### src/sv/cdq_pkg.sv
// Shared types and constants for the circular double-ended queue.
`timescale 1ns / 1ps

package cdq_pkg;

    localparam int CFG_W   = 11;
    localparam int VALUE_W = 32;

    localparam logic [1:0] FUNC_PUSH_FRONT = 2'd0;
    localparam logic [1:0] FUNC_PUSH_BACK  = 2'd1;
    localparam logic [1:0] FUNC_POP_FRONT  = 2'd2;
    localparam logic [1:0] FUNC_POP_BACK   = 2'd3;

    typedef struct packed {
        logic [1:0]                func;
        logic signed [VALUE_W-1:0] value;
    } t_in_word;

    typedef struct packed {
        logic                      ok;
        logic signed [VALUE_W-1:0] front_value;
        logic signed [VALUE_W-1:0] back_value;
        logic                      is_empty;
        logic                      is_full;
    } t_out_word;

    // Commands from the controller to the datapath.
    typedef struct packed {
        logic exec;   // apply the accepted word: move indices, write the slot
        logic rd;     // read the front and back slots
        logic load;   // capture the result into the output register
    } t_cmd;

endpackage

### src/sv/cdq_ctrl.sv
// Controller state machine for the circular double-ended queue.
`timescale 1ns / 1ps

module cdq_ctrl
    import cdq_pkg::*;
(
    input  logic i_clk,
    input  logic i_rst_n,
    input  logic i_in_valid,
    output logic o_in_ready,
    output logic o_out_valid,
    input  logic i_out_ready,
    output t_cmd o_cmd
);

    localparam logic [1:0] S_IDLE = 2'd0;
    localparam logic [1:0] S_READ = 2'd1;
    localparam logic [1:0] S_LOAD = 2'd2;

    logic [1:0] r_state, n_state;
    logic       r_out_valid, n_out_valid;
    logic       out_free;

    assign out_free = !r_out_valid || i_out_ready;

    always_comb begin
        n_state     = r_state;
        o_cmd       = '0;
        unique case (r_state)
            S_IDLE: begin
                if (i_in_valid) begin
                    o_cmd.exec = 1'b1;
                    n_state    = S_READ;
                end
            end
            S_READ: begin
                o_cmd.rd = 1'b1;
                n_state  = S_LOAD;
            end
            S_LOAD: begin
                if (out_free) begin
                    o_cmd.load = 1'b1;
                    n_state    = S_IDLE;
                end
            end
            default: begin
                n_state = S_IDLE;
            end
        endcase
    end

    always_comb begin
        if (o_cmd.load) begin
            n_out_valid = 1'b1;
        end else if (i_out_ready) begin
            n_out_valid = 1'b0;
        end else begin
            n_out_valid = r_out_valid;
        end
    end

    always_ff @(posedge i_clk) begin
        if (!i_rst_n) begin
            r_state     <= S_IDLE;
            r_out_valid <= 1'b0;
        end else begin
            r_state     <= n_state;
            r_out_valid <= n_out_valid;
        end
    end

    assign o_in_ready  = (r_state == S_IDLE);
    assign o_out_valid = r_out_valid;

endmodule

### config.mk
export PLATFORM = sky130hd
export DESIGN_NAME = cdq_ctrl
export DESIGN_NICKNAME = d
export VERILOG_FILES = /design/src/sv/cdq_pkg.sv /design/src/sv/cdq_ctrl.sv
export SDC_FILE = /design/constraint.sdc
export NUM_CORES = 1
export LEC_CHECK = 0
export BUFFER_PORTS_ARGS = -buffer_cell sky130_fd_sc_hd__buf_2
export CORE_AREA = 2 2 39 41
export DETAILED_ROUTE_END_ITERATION = 12
export DIE_AREA = 0 0 41 43
export GPL_TIMING_DRIVEN = 0
export PLACE_DENSITY_LB_ADDON = 0.25
export SETUP_SLACK_MARGIN = 0.5
export SLEW_MARGIN = 20
export SYNTH_ARGS = -nofsm -noshare
export SYNTH_HDL_FRONTEND = slang
export SYNTH_SLANG_ARGS = --single-unit
### constraint.sdc
create_clock -name i_clk -period 1.65 [get_ports i_clk]
set_clock_uncertainty 0.2 [all_clocks]
set_input_delay 0.165 -clock i_clk [delete_from_list [all_inputs] [get_ports i_clk]]
set_output_delay 0.165 -clock i_clk [all_outputs]
set_load 0.02 [all_outputs]
==> results of run 1 <==
[area by class of cell]
| type | instances | area share |
|---|---|---|
| timing repair buffer | 11 | 0.288 |
| buffer | 1 | 0.0250 |
| multi-input combinational | 10 | 0.313 |
| sequential | 3 | 0.221 |
| clock buffer | 4 | 0.0875 |
| tap | 16 | 0.0667 |
[worst paths after layout]
| path | from | endpoint | slack, ns |
|---|---|---|---|
| max | r_state[0] | o_cmd[0] | 0.27 |
| min | i_out_ready | o_out_valid | 0.06 |
| max reg2reg | r_state[0] | r_state[1] | 0.52 |
| min reg2reg | o_out_valid | o_out_valid | 0.32 |
[report_power, final]
part	switching, mW	internal [mW]	total, mW
registers	0.00443	0.0760	0.0805
logic	0.0207	0.0303	0.0510
clock network	0.0373	0.0906	0.128
[metal layers]
metal  global-route usage  up-vias  part of all wire
met4               0.0600        0                 0
li1                     -       76                 -
met3               0.0471        0             0.096
met1               0.0607       60              0.53
met5                    0        -                 0
met2               0.0625        8              0.37
[layout by cell type, fill, tap and decap left out]
cell type and count:
and2_1 1, buf_4 4, dlygate4sd3_1 1, o21a_1 1, nor2b_1 1, nand2b_1 1
clkbuf_1 1, dfxtp_4 1, nor2_4 1, buf_6 3, dfxtp_2 2, and2b_4 1
nand2b_4 1, buf_2 4, a21boi_0 1, clkbuf_4 3, nor3b_2 1, and4bb_1 1
[registers in the layout (all words and copies together) (netlist names)]
signal,count
r_state,2
o_out_valid,1
[timing repair]
action,CTS,global route
buffers inserted,1,1
pin swaps,1,0
gates resized for setup,14,0
setup endpoints to repair,4,5
hold buffers,1,0
endpoints found under the hold margin,2,0
[critical path: stages, from the launching register on]
cell	delay, ns
dfxtp_2	0.33
nand2b_4	0.14
nor2b_1	0.10
buf_4	0.11
buf_6	0.10
[through the flow]
step | hold slack [ns] | setup WS, ns | util | cells
floorplan | 0.0825 | 0.501 | - | 14
global placement | 0.203 | 0.430 | 0.149 | 38
detailed placement | 0.205 | 0.428 | 0.149 | 38
CTS | 0.0487 | 0.263 | 0.212 | 44
global route | 0.0741 | 0.216 | 0.217 | 45
finish | 0.0583 | 0.274 | 0.217 | 45
[cells by family (layout without fill, tap and decap cells)]
logic type / Yosys count / after routing / share of synthesized area
simple gates: 8 / 8 / 0.436
flops: 3 / 3 / 0.410
compound gates: 2 / 2 / 0.103
buf+inv: 1 / 16 / 0.0513
==> flow_summary.ini, run 1 <==
[setup_path]
r2r_cells = 3
worstPathRequired_ns = 1.28
critPathMaxFanout = 4
end_kind = output port
arrival_ns = 1.01
worstSetupPathType = reg -> out
startpoint_type = flip-flop

[power_and_ir_drop]
power_density_nw_per_um2 = 864
power_mw = 0.259
p_leak_nw = 0.136
power.ir.vdd_worst_mv = 0.375

[global_routing]
grt_pass1_wl_um = 586
antenna_found_initial = 0
grt_pass1_vias = 149
grt.overflow.total = 0
grt_max_degree = 6
grt_usage = 0.0571

[synthesis]
synthDistinctLibCells = 11
synthCells = 14
synth-seq-cells = 3
yosysMostFrequentCell = dfxtp_1
netlist_area_um2 = 146
synth_async_sr_flop_share = 0
synth_area_leader_cell = dfxtp_1
syn_avg_cell_area_um2 = 10.5
yosys-top-cells-count = 3 x dfxtp_1, 2 x nand2b_1
ys_seq_area_frac = 0.410
synthFlopType = dfxtp_1
synth_enable_flop_cells = 0
yosys_warnings = 0
synth_top_cell_area_share = 0.410
synthTopCellsByArea = dfxtp_1 41%, and4bb_1 8.5%, nand2b_1 8.5%, nor3b_2 8.5%, and2b_4 6.8%
syn-num-nets = 18

[final_layout]
drive_gt1_frac = 0.724
nFillCells = 157
nets = 34
num_antenna_cells = 0
area_delta_synth_final_pct = 105
post-route-cell-area_um2 = 300
multi_input_comb_area_um2 = 93.8
register_area_um2 = 66.3

[sta]
rsz0062_at_grt = true
slew_headroom = 0.898
tightest_slew_ns = 0.152
period_minus_slack_ns = 1.38
hold_viol_final = 0
maxSlewViolCount = 0
fin_setup_tns_ns = 0
setup_viol = 0
fin_crit_sh = 0.834
max_freq_mhz = 727

[cts]
clockBufferDepth = 2
path_clk_slew_ns = 0.04
cts-htree-levels = 1
cts_made_buffers = 3
cts_tree = done
cts_root_buffer = clkbuf_4
cts_sinks = 3
clock_latency_ns = 0.23

[flow_run]
maxCapViolCount = 0

[route]
drc_errors = 0
first_iter_violations = 0
vias = 144
dr.pass1.iters = 1
ant_nets = 0
wire_per_inst_um = 7.89
viasPerCell = 3.20
drt_wl_total_um = 355

[die]
die_width_um = 41
ios = 9
die_area_um2 = 1760
placeableCoreArea_um2 = 1380
initial_core_util = 0.106
placementRows = 14
fp.dieH_um = 43

[hold_path]
hold_class = in -> reg
hold_depth = 3

[placement]
io_buffers = 8
dpl_cell_area_um2 = 206
gp_congestion = 0.634
place_hpwl_um = 240

[run_status]
status = completed
(Power assumes the default switching activity.)
==> run 2: changes to the inputs <==
==> constraint.sdc (replaced) <==
create_clock -name i_clk -period 1.2 [get_ports i_clk]
set_clock_uncertainty 0.2 [all_clocks]
set_input_delay 0.12 -clock i_clk [delete_from_list [all_inputs] [get_ports i_clk]]
set_output_delay 0.12 -clock i_clk [all_outputs]
set_load 0.02 [all_outputs]
==> run 2 against run 1 <==
The flow now finishes with violations (negative hold slack, negative setup slack). Largest power group unchanged. Critical path type unchanged. Flip-flop and latch count is the same. Sequential share of layout area rose by 0.63 points. Die area unchanged. Highest routed layer unchanged. Hold slack got worse by 0.13 ns.
==> flow_summary.ini, run 2 (same netlist as run 1, synthesis figures left out) <==
[setup_path]
slowest_delay_ns = 0.36
end_kind = output port
r2r_cells = 3
startpoint_type = flip-flop
path_cells = nand2b_4 > nor2b_2 > buf_4 > buf_6
arrival_ns = 1.03
critPathMaxFanout = 3
worstSetupPathType = reg -> out
r2r_slack_ns = 0.07
timing.rr.start = r_state[0]
worstPathRequired_ns = 0.88
r2r_end = r_state[1]
cpMaxStageDelayCell = dfxtp_4

[power_and_ir_drop]
swShare = 0.249
power_density_nw_per_um2 = 1140
power.ir.vdd_worst_mv = 0.470
clkPwrFrac = 0.494
p_leak_nw = 0.138
seq_power_share = 0.305
p_int_mw = 0.270
comb_power_share = 0.201
power_switching_mw = 0.0895

[final_layout]
finalNonFillerCells = 44
largest_register_ffs = 2
area_delta_synth_final_pct = 115
num_antenna_cells = 0
utilization = 0.227
post-route-cell-area_um2 = 314
nets = 33
layout_common_cells = 4 x buf_4, 4 x buf_6, 3 x clkbuf_4, 3 x buf_2, 3 x dfxtp_4
regMostFlops = r_state
drive_gt1_frac = 0.821

[cts]
cts_tree = done
path_clk_slew_ns = 0.04
cts-htree-levels = 1
clock_latency_ns = 0.23
cts_root_buffer = clkbuf_4
clockBufferDepth = 2
cts_made_buffers = 3
cts_sinks = 3

[hold_path]
holdPathEnd = r_state[1]
hold_class = in -> reg
min_from = i_rst_n
hold_depth = 2

[sta]
hold_viol_final = 3
hold_slack_ns = -0.0689
slew_headroom = 0.883
tightest_slew_ns = 0.175
fin_crit_sh = 1.13
setup_viol = 3
period_minus_slack_ns = 1.35
setup_slack_ns = -0.152
maxSlewViolCount = 0
rsz0062_at_grt = true
max_freq_mhz = 740

[run_status]
violations = negative hold slack, negative setup slack
status = complete, but fails checks

[route]
ant_nets = 0
vias = 150
viasPerCell = 3.41
drc_errors = 0
drt_wl_total_um = 389
dr.pass1.iters = 2
first_iter_violations = 1
wire_per_inst_um = 8.84

[die]
fp.dieH_um = 43
placeableCoreArea_um2 = 1380
ios = 9
die_area_um2 = 1760
die_width_um = 41
placementRows = 14
initial_core_util = 0.106

[global_routing]
grt.overflow.total = 0
grt_max_degree = 6
grt_usage = 0.0641
antenna_found_initial = 0
grt_pass1_vias = 153
grt_pass1_wl_um = 655

[placement]
dpl_cell_area_um2 = 219
io_buffers = 8
gp_congestion = 0.511
dp_cells = 38

[flow_run]
maxCapViolCount = 0
==> run 2: changes by cell type in the layout (fill, tap and decap cells not counted), sizes merged <==
cell / delta
dlygate4sd3: -1
==> run 2: layout make-up <==
cell class	count	area, um^2
Buffer	1	7.51
Fill cell	148	1070
Sequential cell	3	71.3
Tap cell	16	20.0
Multi-Input combinational cell	10	106
Clock buffer	4	26.3
Timing Repair Buffer	10	82.6
==> run 2: what timing repair did <==
action | in CTS | in global routing
pin swaps | 3 | 1
setup buffers | 1 | 1
hold endpoints to repair | 3 | 3
resized for setup | 12 | 3
cloned | 0 | 0
endpoints found under the setup margin | 8 | 8
==> run 2: how the worst max path moves through the flow <==
stage / start / slack (ns) / depth (start not counted) / end
6_report: o_out_valid / -0.15 / 4 / o_cmd[0]
5_1_grt: r_state[0] / -0.23 / 4 / o_cmd[0]
4_1_cts: r_state[0] / -0.17 / 4 / o_cmd[0]
3_5_place_dp: r_state[0] / 0.03 / 4 / o_cmd[0]
3_3_place_gp: r_state[0] / 0.04 / 4 / o_cmd[0]
2_1_floorplan: r_state[1] / 0.15 / 2 / r_state[0]
==> run 2: worst max-delay path: cells and delay by family, from the launching register on <==
kind / cells / cell delay (ns)
buf+inv: 2 / 0.24
flops: 1 / 0.36
simple gates: 2 / 0.19
==> run 2: layer usage <==
layer	vias up	part of all wire	routed length [um]	GRT usage
met5	-	0	0	0
met4	0	0	0	0.0800
met3	0	0.12	45	0.0524
met1	66	0.51	197	0.0735
met2	9	0.38	146	0.0594
li1	75	-	-	-
==> run 2: metrics by stage <==
step | total power, mW | setup WS (ns) | setup TNS, ns
floorplan | 0.144 | 0.149 | 0
global placement | 0.160 | 0.0410 | 0
detailed placement | 0.162 | 0.0289 | 0
CTS | 0.362 | -0.165 | -0.368
global route | 0.389 | -0.226 | -0.515
finish | 0.359 | -0.152 | -0.351
==> run 2: power groups by stage <==
stage / registers [mW] / logic (mW) / clock network, mW
after CTS: 0.109 / 0.0667 / 0.186
after global placement: 0.112 / 0.0488 / 0
after floorplan: 0.112 / 0.0318 / 0
after detailed placement: 0.113 / 0.0493 / 0
final: 0.110 / 0.0720 / 0.178
after global routing: 0.111 / 0.0764 / 0.202
==> run 3: changes to the inputs <==
--- a/config.mk
+++ b/config.mk
@@ -9,7 +9,6 @@
 export CORE_AREA = 2 2 39 41
 export DETAILED_ROUTE_END_ITERATION = 12
 export DIE_AREA = 0 0 41 43
-export GPL_TIMING_DRIVEN = 0
 export PLACE_DENSITY_LB_ADDON = 0.25
 export SETUP_SLACK_MARGIN = 0.5
 export SLEW_MARGIN = 20
==> run 3 against run 2 <==
The run still ends with negative hold slack, negative setup slack left. Cell count fell by 6.8%. Setup slack better by 0.066 ns. Critical path depth down 2.
==> flow_summary.ini, run 3 (same netlist as run 1, synthesis figures left out) <==
[placement]
dp_cells = 37
place_hpwl_um = 236
dpl_cell_area_um2 = 211
io_buffers = 8
gp_congestion = 0.517

[sta]
hold_slack_ns = -0.0866
period_minus_slack_ns = 1.29
rsz0062_at_grt = true
slew_headroom = 0.890
setup_viol = 3
fin_crit_sh = 1.07
tightest_slew_ns = 0.165
setup_slack_ns = -0.0852
hold_viol_final = 3
max_freq_mhz = 778
maxSlewViolCount = 0

[route]
viasPerCell = 3.39
ant_nets = 0
wire_per_inst_um = 9.07
drc_errors = 0
vias = 139
drt_wl_total_um = 372
dr.pass1.iters = 1
first_iter_violations = 0

[setup_path]
critPathMaxFanout = 5
crit_end = o_cmd[1]
worstPathRequired_ns = 0.88
r2r_slack_ns = 0.15
startpoint_type = flip-flop
worstSetupPathType = reg -> out
timing.rr.start = r_state[0]
path_cells = and2b_4 > buf_6
cpMaxStageDelayCell = dfxtp_4
end_kind = output port
r2r_cells = 2
slowest_delay_ns = 0.36
crit_cells = 2
path_delay_family = flip-flops
r2r_end = r_state[1]
startpoint = r_state[1]
cp_num_buf_inv = 1
arrival_ns = 0.97

[hold_path]
hold_class = in -> reg
min_from = i_rst_n

[global_routing]
antenna_found_initial = 0
grt_usage = 0.0622
grt.overflow.total = 0
grt_pass1_vias = 140
grt_max_degree = 6
grt_pass1_wl_um = 607

[final_layout]
area_delta_synth_final_pct = 93.2
largest_register_ffs = 2
num_antenna_cells = 0
regMostFlops = r_state
final_common_cell = buf_6
finalNonFillerCells = 41
drive_gt1_frac = 0.720
nets = 30
layout_common_cells = 4 x buf_6, 3 x clkbuf_4, 3 x buf_2
post-route-cell-area_um2 = 283

[cts]
cts-htree-levels = 1
cts_sinks = 3
clockBufferDepth = 2
cts_made_buffers = 3
cts_tree = done
clock_latency_ns = 0.24
cts_root_buffer = clkbuf_4
path_clk_slew_ns = 0.04

[die]
die_width_um = 41
initial_core_util = 0.106
die_area_um2 = 1760
placementRows = 14
fp.dieH_um = 43
placeableCoreArea_um2 = 1380
ios = 9

[run_status]
status = complete, but fails checks
violations = negative hold slack, negative setup slack

[flow_run]
maxCapViolCount = 0

[power_and_ir_drop]
power.ir.vdd_worst_mv = 0.521
power_density_nw_per_um2 = 1260
p_leak_nw = 0.124
==> run 3: cell count changes in the layout (fill, tap and decap cells not counted), sizes merged <==
| cell | before | now |
|---|---|---|
| buf | 11 | 8 |
==> run 3: metrics by stage <==
step / hold WS (ns) / utilization / setup WS (ns) / power (mW) / TNS [ns]
2_1_floorplan: 0.0375 / - / 0.149 / 0.144 / 0
3_3_place_gp: 0.146 / 0.153 / 0.126 / 0.159 / 0
3_5_place_dp: 0.159 / 0.153 / 0.130 / 0.160 / 0
4_1_cts: -0.0912 / 0.196 / -0.0901 / 0.363 / -0.265
5_1_grt: -0.0895 / 0.204 / -0.126 / 0.387 / -0.371
6_report: -0.0866 / 0.204 / -0.0852 / 0.356 / -0.229
==> run 3: how the worst min path moves through the flow <==
stage	end	slack, ns	cells past startpoint
3_5_place_dp	r_state[1]	0.16	2
2_1_floorplan	r_state[1]	0.04	1
5_1_grt	r_state[0]	-0.09	2
4_1_cts	r_state[1]	-0.09	2
6_report	r_state[0]	-0.09	2
3_3_place_gp	r_state[1]	0.15	2
==> run 3: timing repair <==
| item | 4_1_cts | 5_1_grt |
|---|---|---|
| setup buffers | 0 | 0 |
| pin swaps | 0 | 0 |
| cloned | 0 | 0 |
| endpoints found under the hold margin | 3 | 3 |
| setup endpoints to repair | 8 | 8 |
| gates resized for setup | 10 | 3 |
==> run 3: where the power goes <==
part,switching (mW),internal (mW)
logic,0.0264,0.0368
clock network,0.0574,0.125
registers,0.00744,0.103
==> run 3: cell type report <==
| cell class | instances | area, um^2 |
|---|---|---|
| Sequential cell | 3 | 68.8 |
| Multi-Input combinational cell | 10 | 100 |
| Timing Repair Buffer | 8 | 67.6 |
| Fill cell | 156 | 1100 |
| Tap cell | 16 | 20.0 |
| Clock buffer | 4 | 26.3 |
==> run 3: layer usage <==
| metal | share of wire | vias up | track usage | wire length (um) |
|---|---|---|---|---|
| met2 | 0.37 | 11 | 0.0594 | 138 |
| met4 | 0.013 | 0 | 0.0600 | 5 |
| li1 | - | 68 | - | - |
| met1 | 0.44 | 58 | 0.0577 | 162 |
| met3 | 0.17 | 2 | 0.0838 | 65 |
| met5 | 0 | - | 0 | 0 |
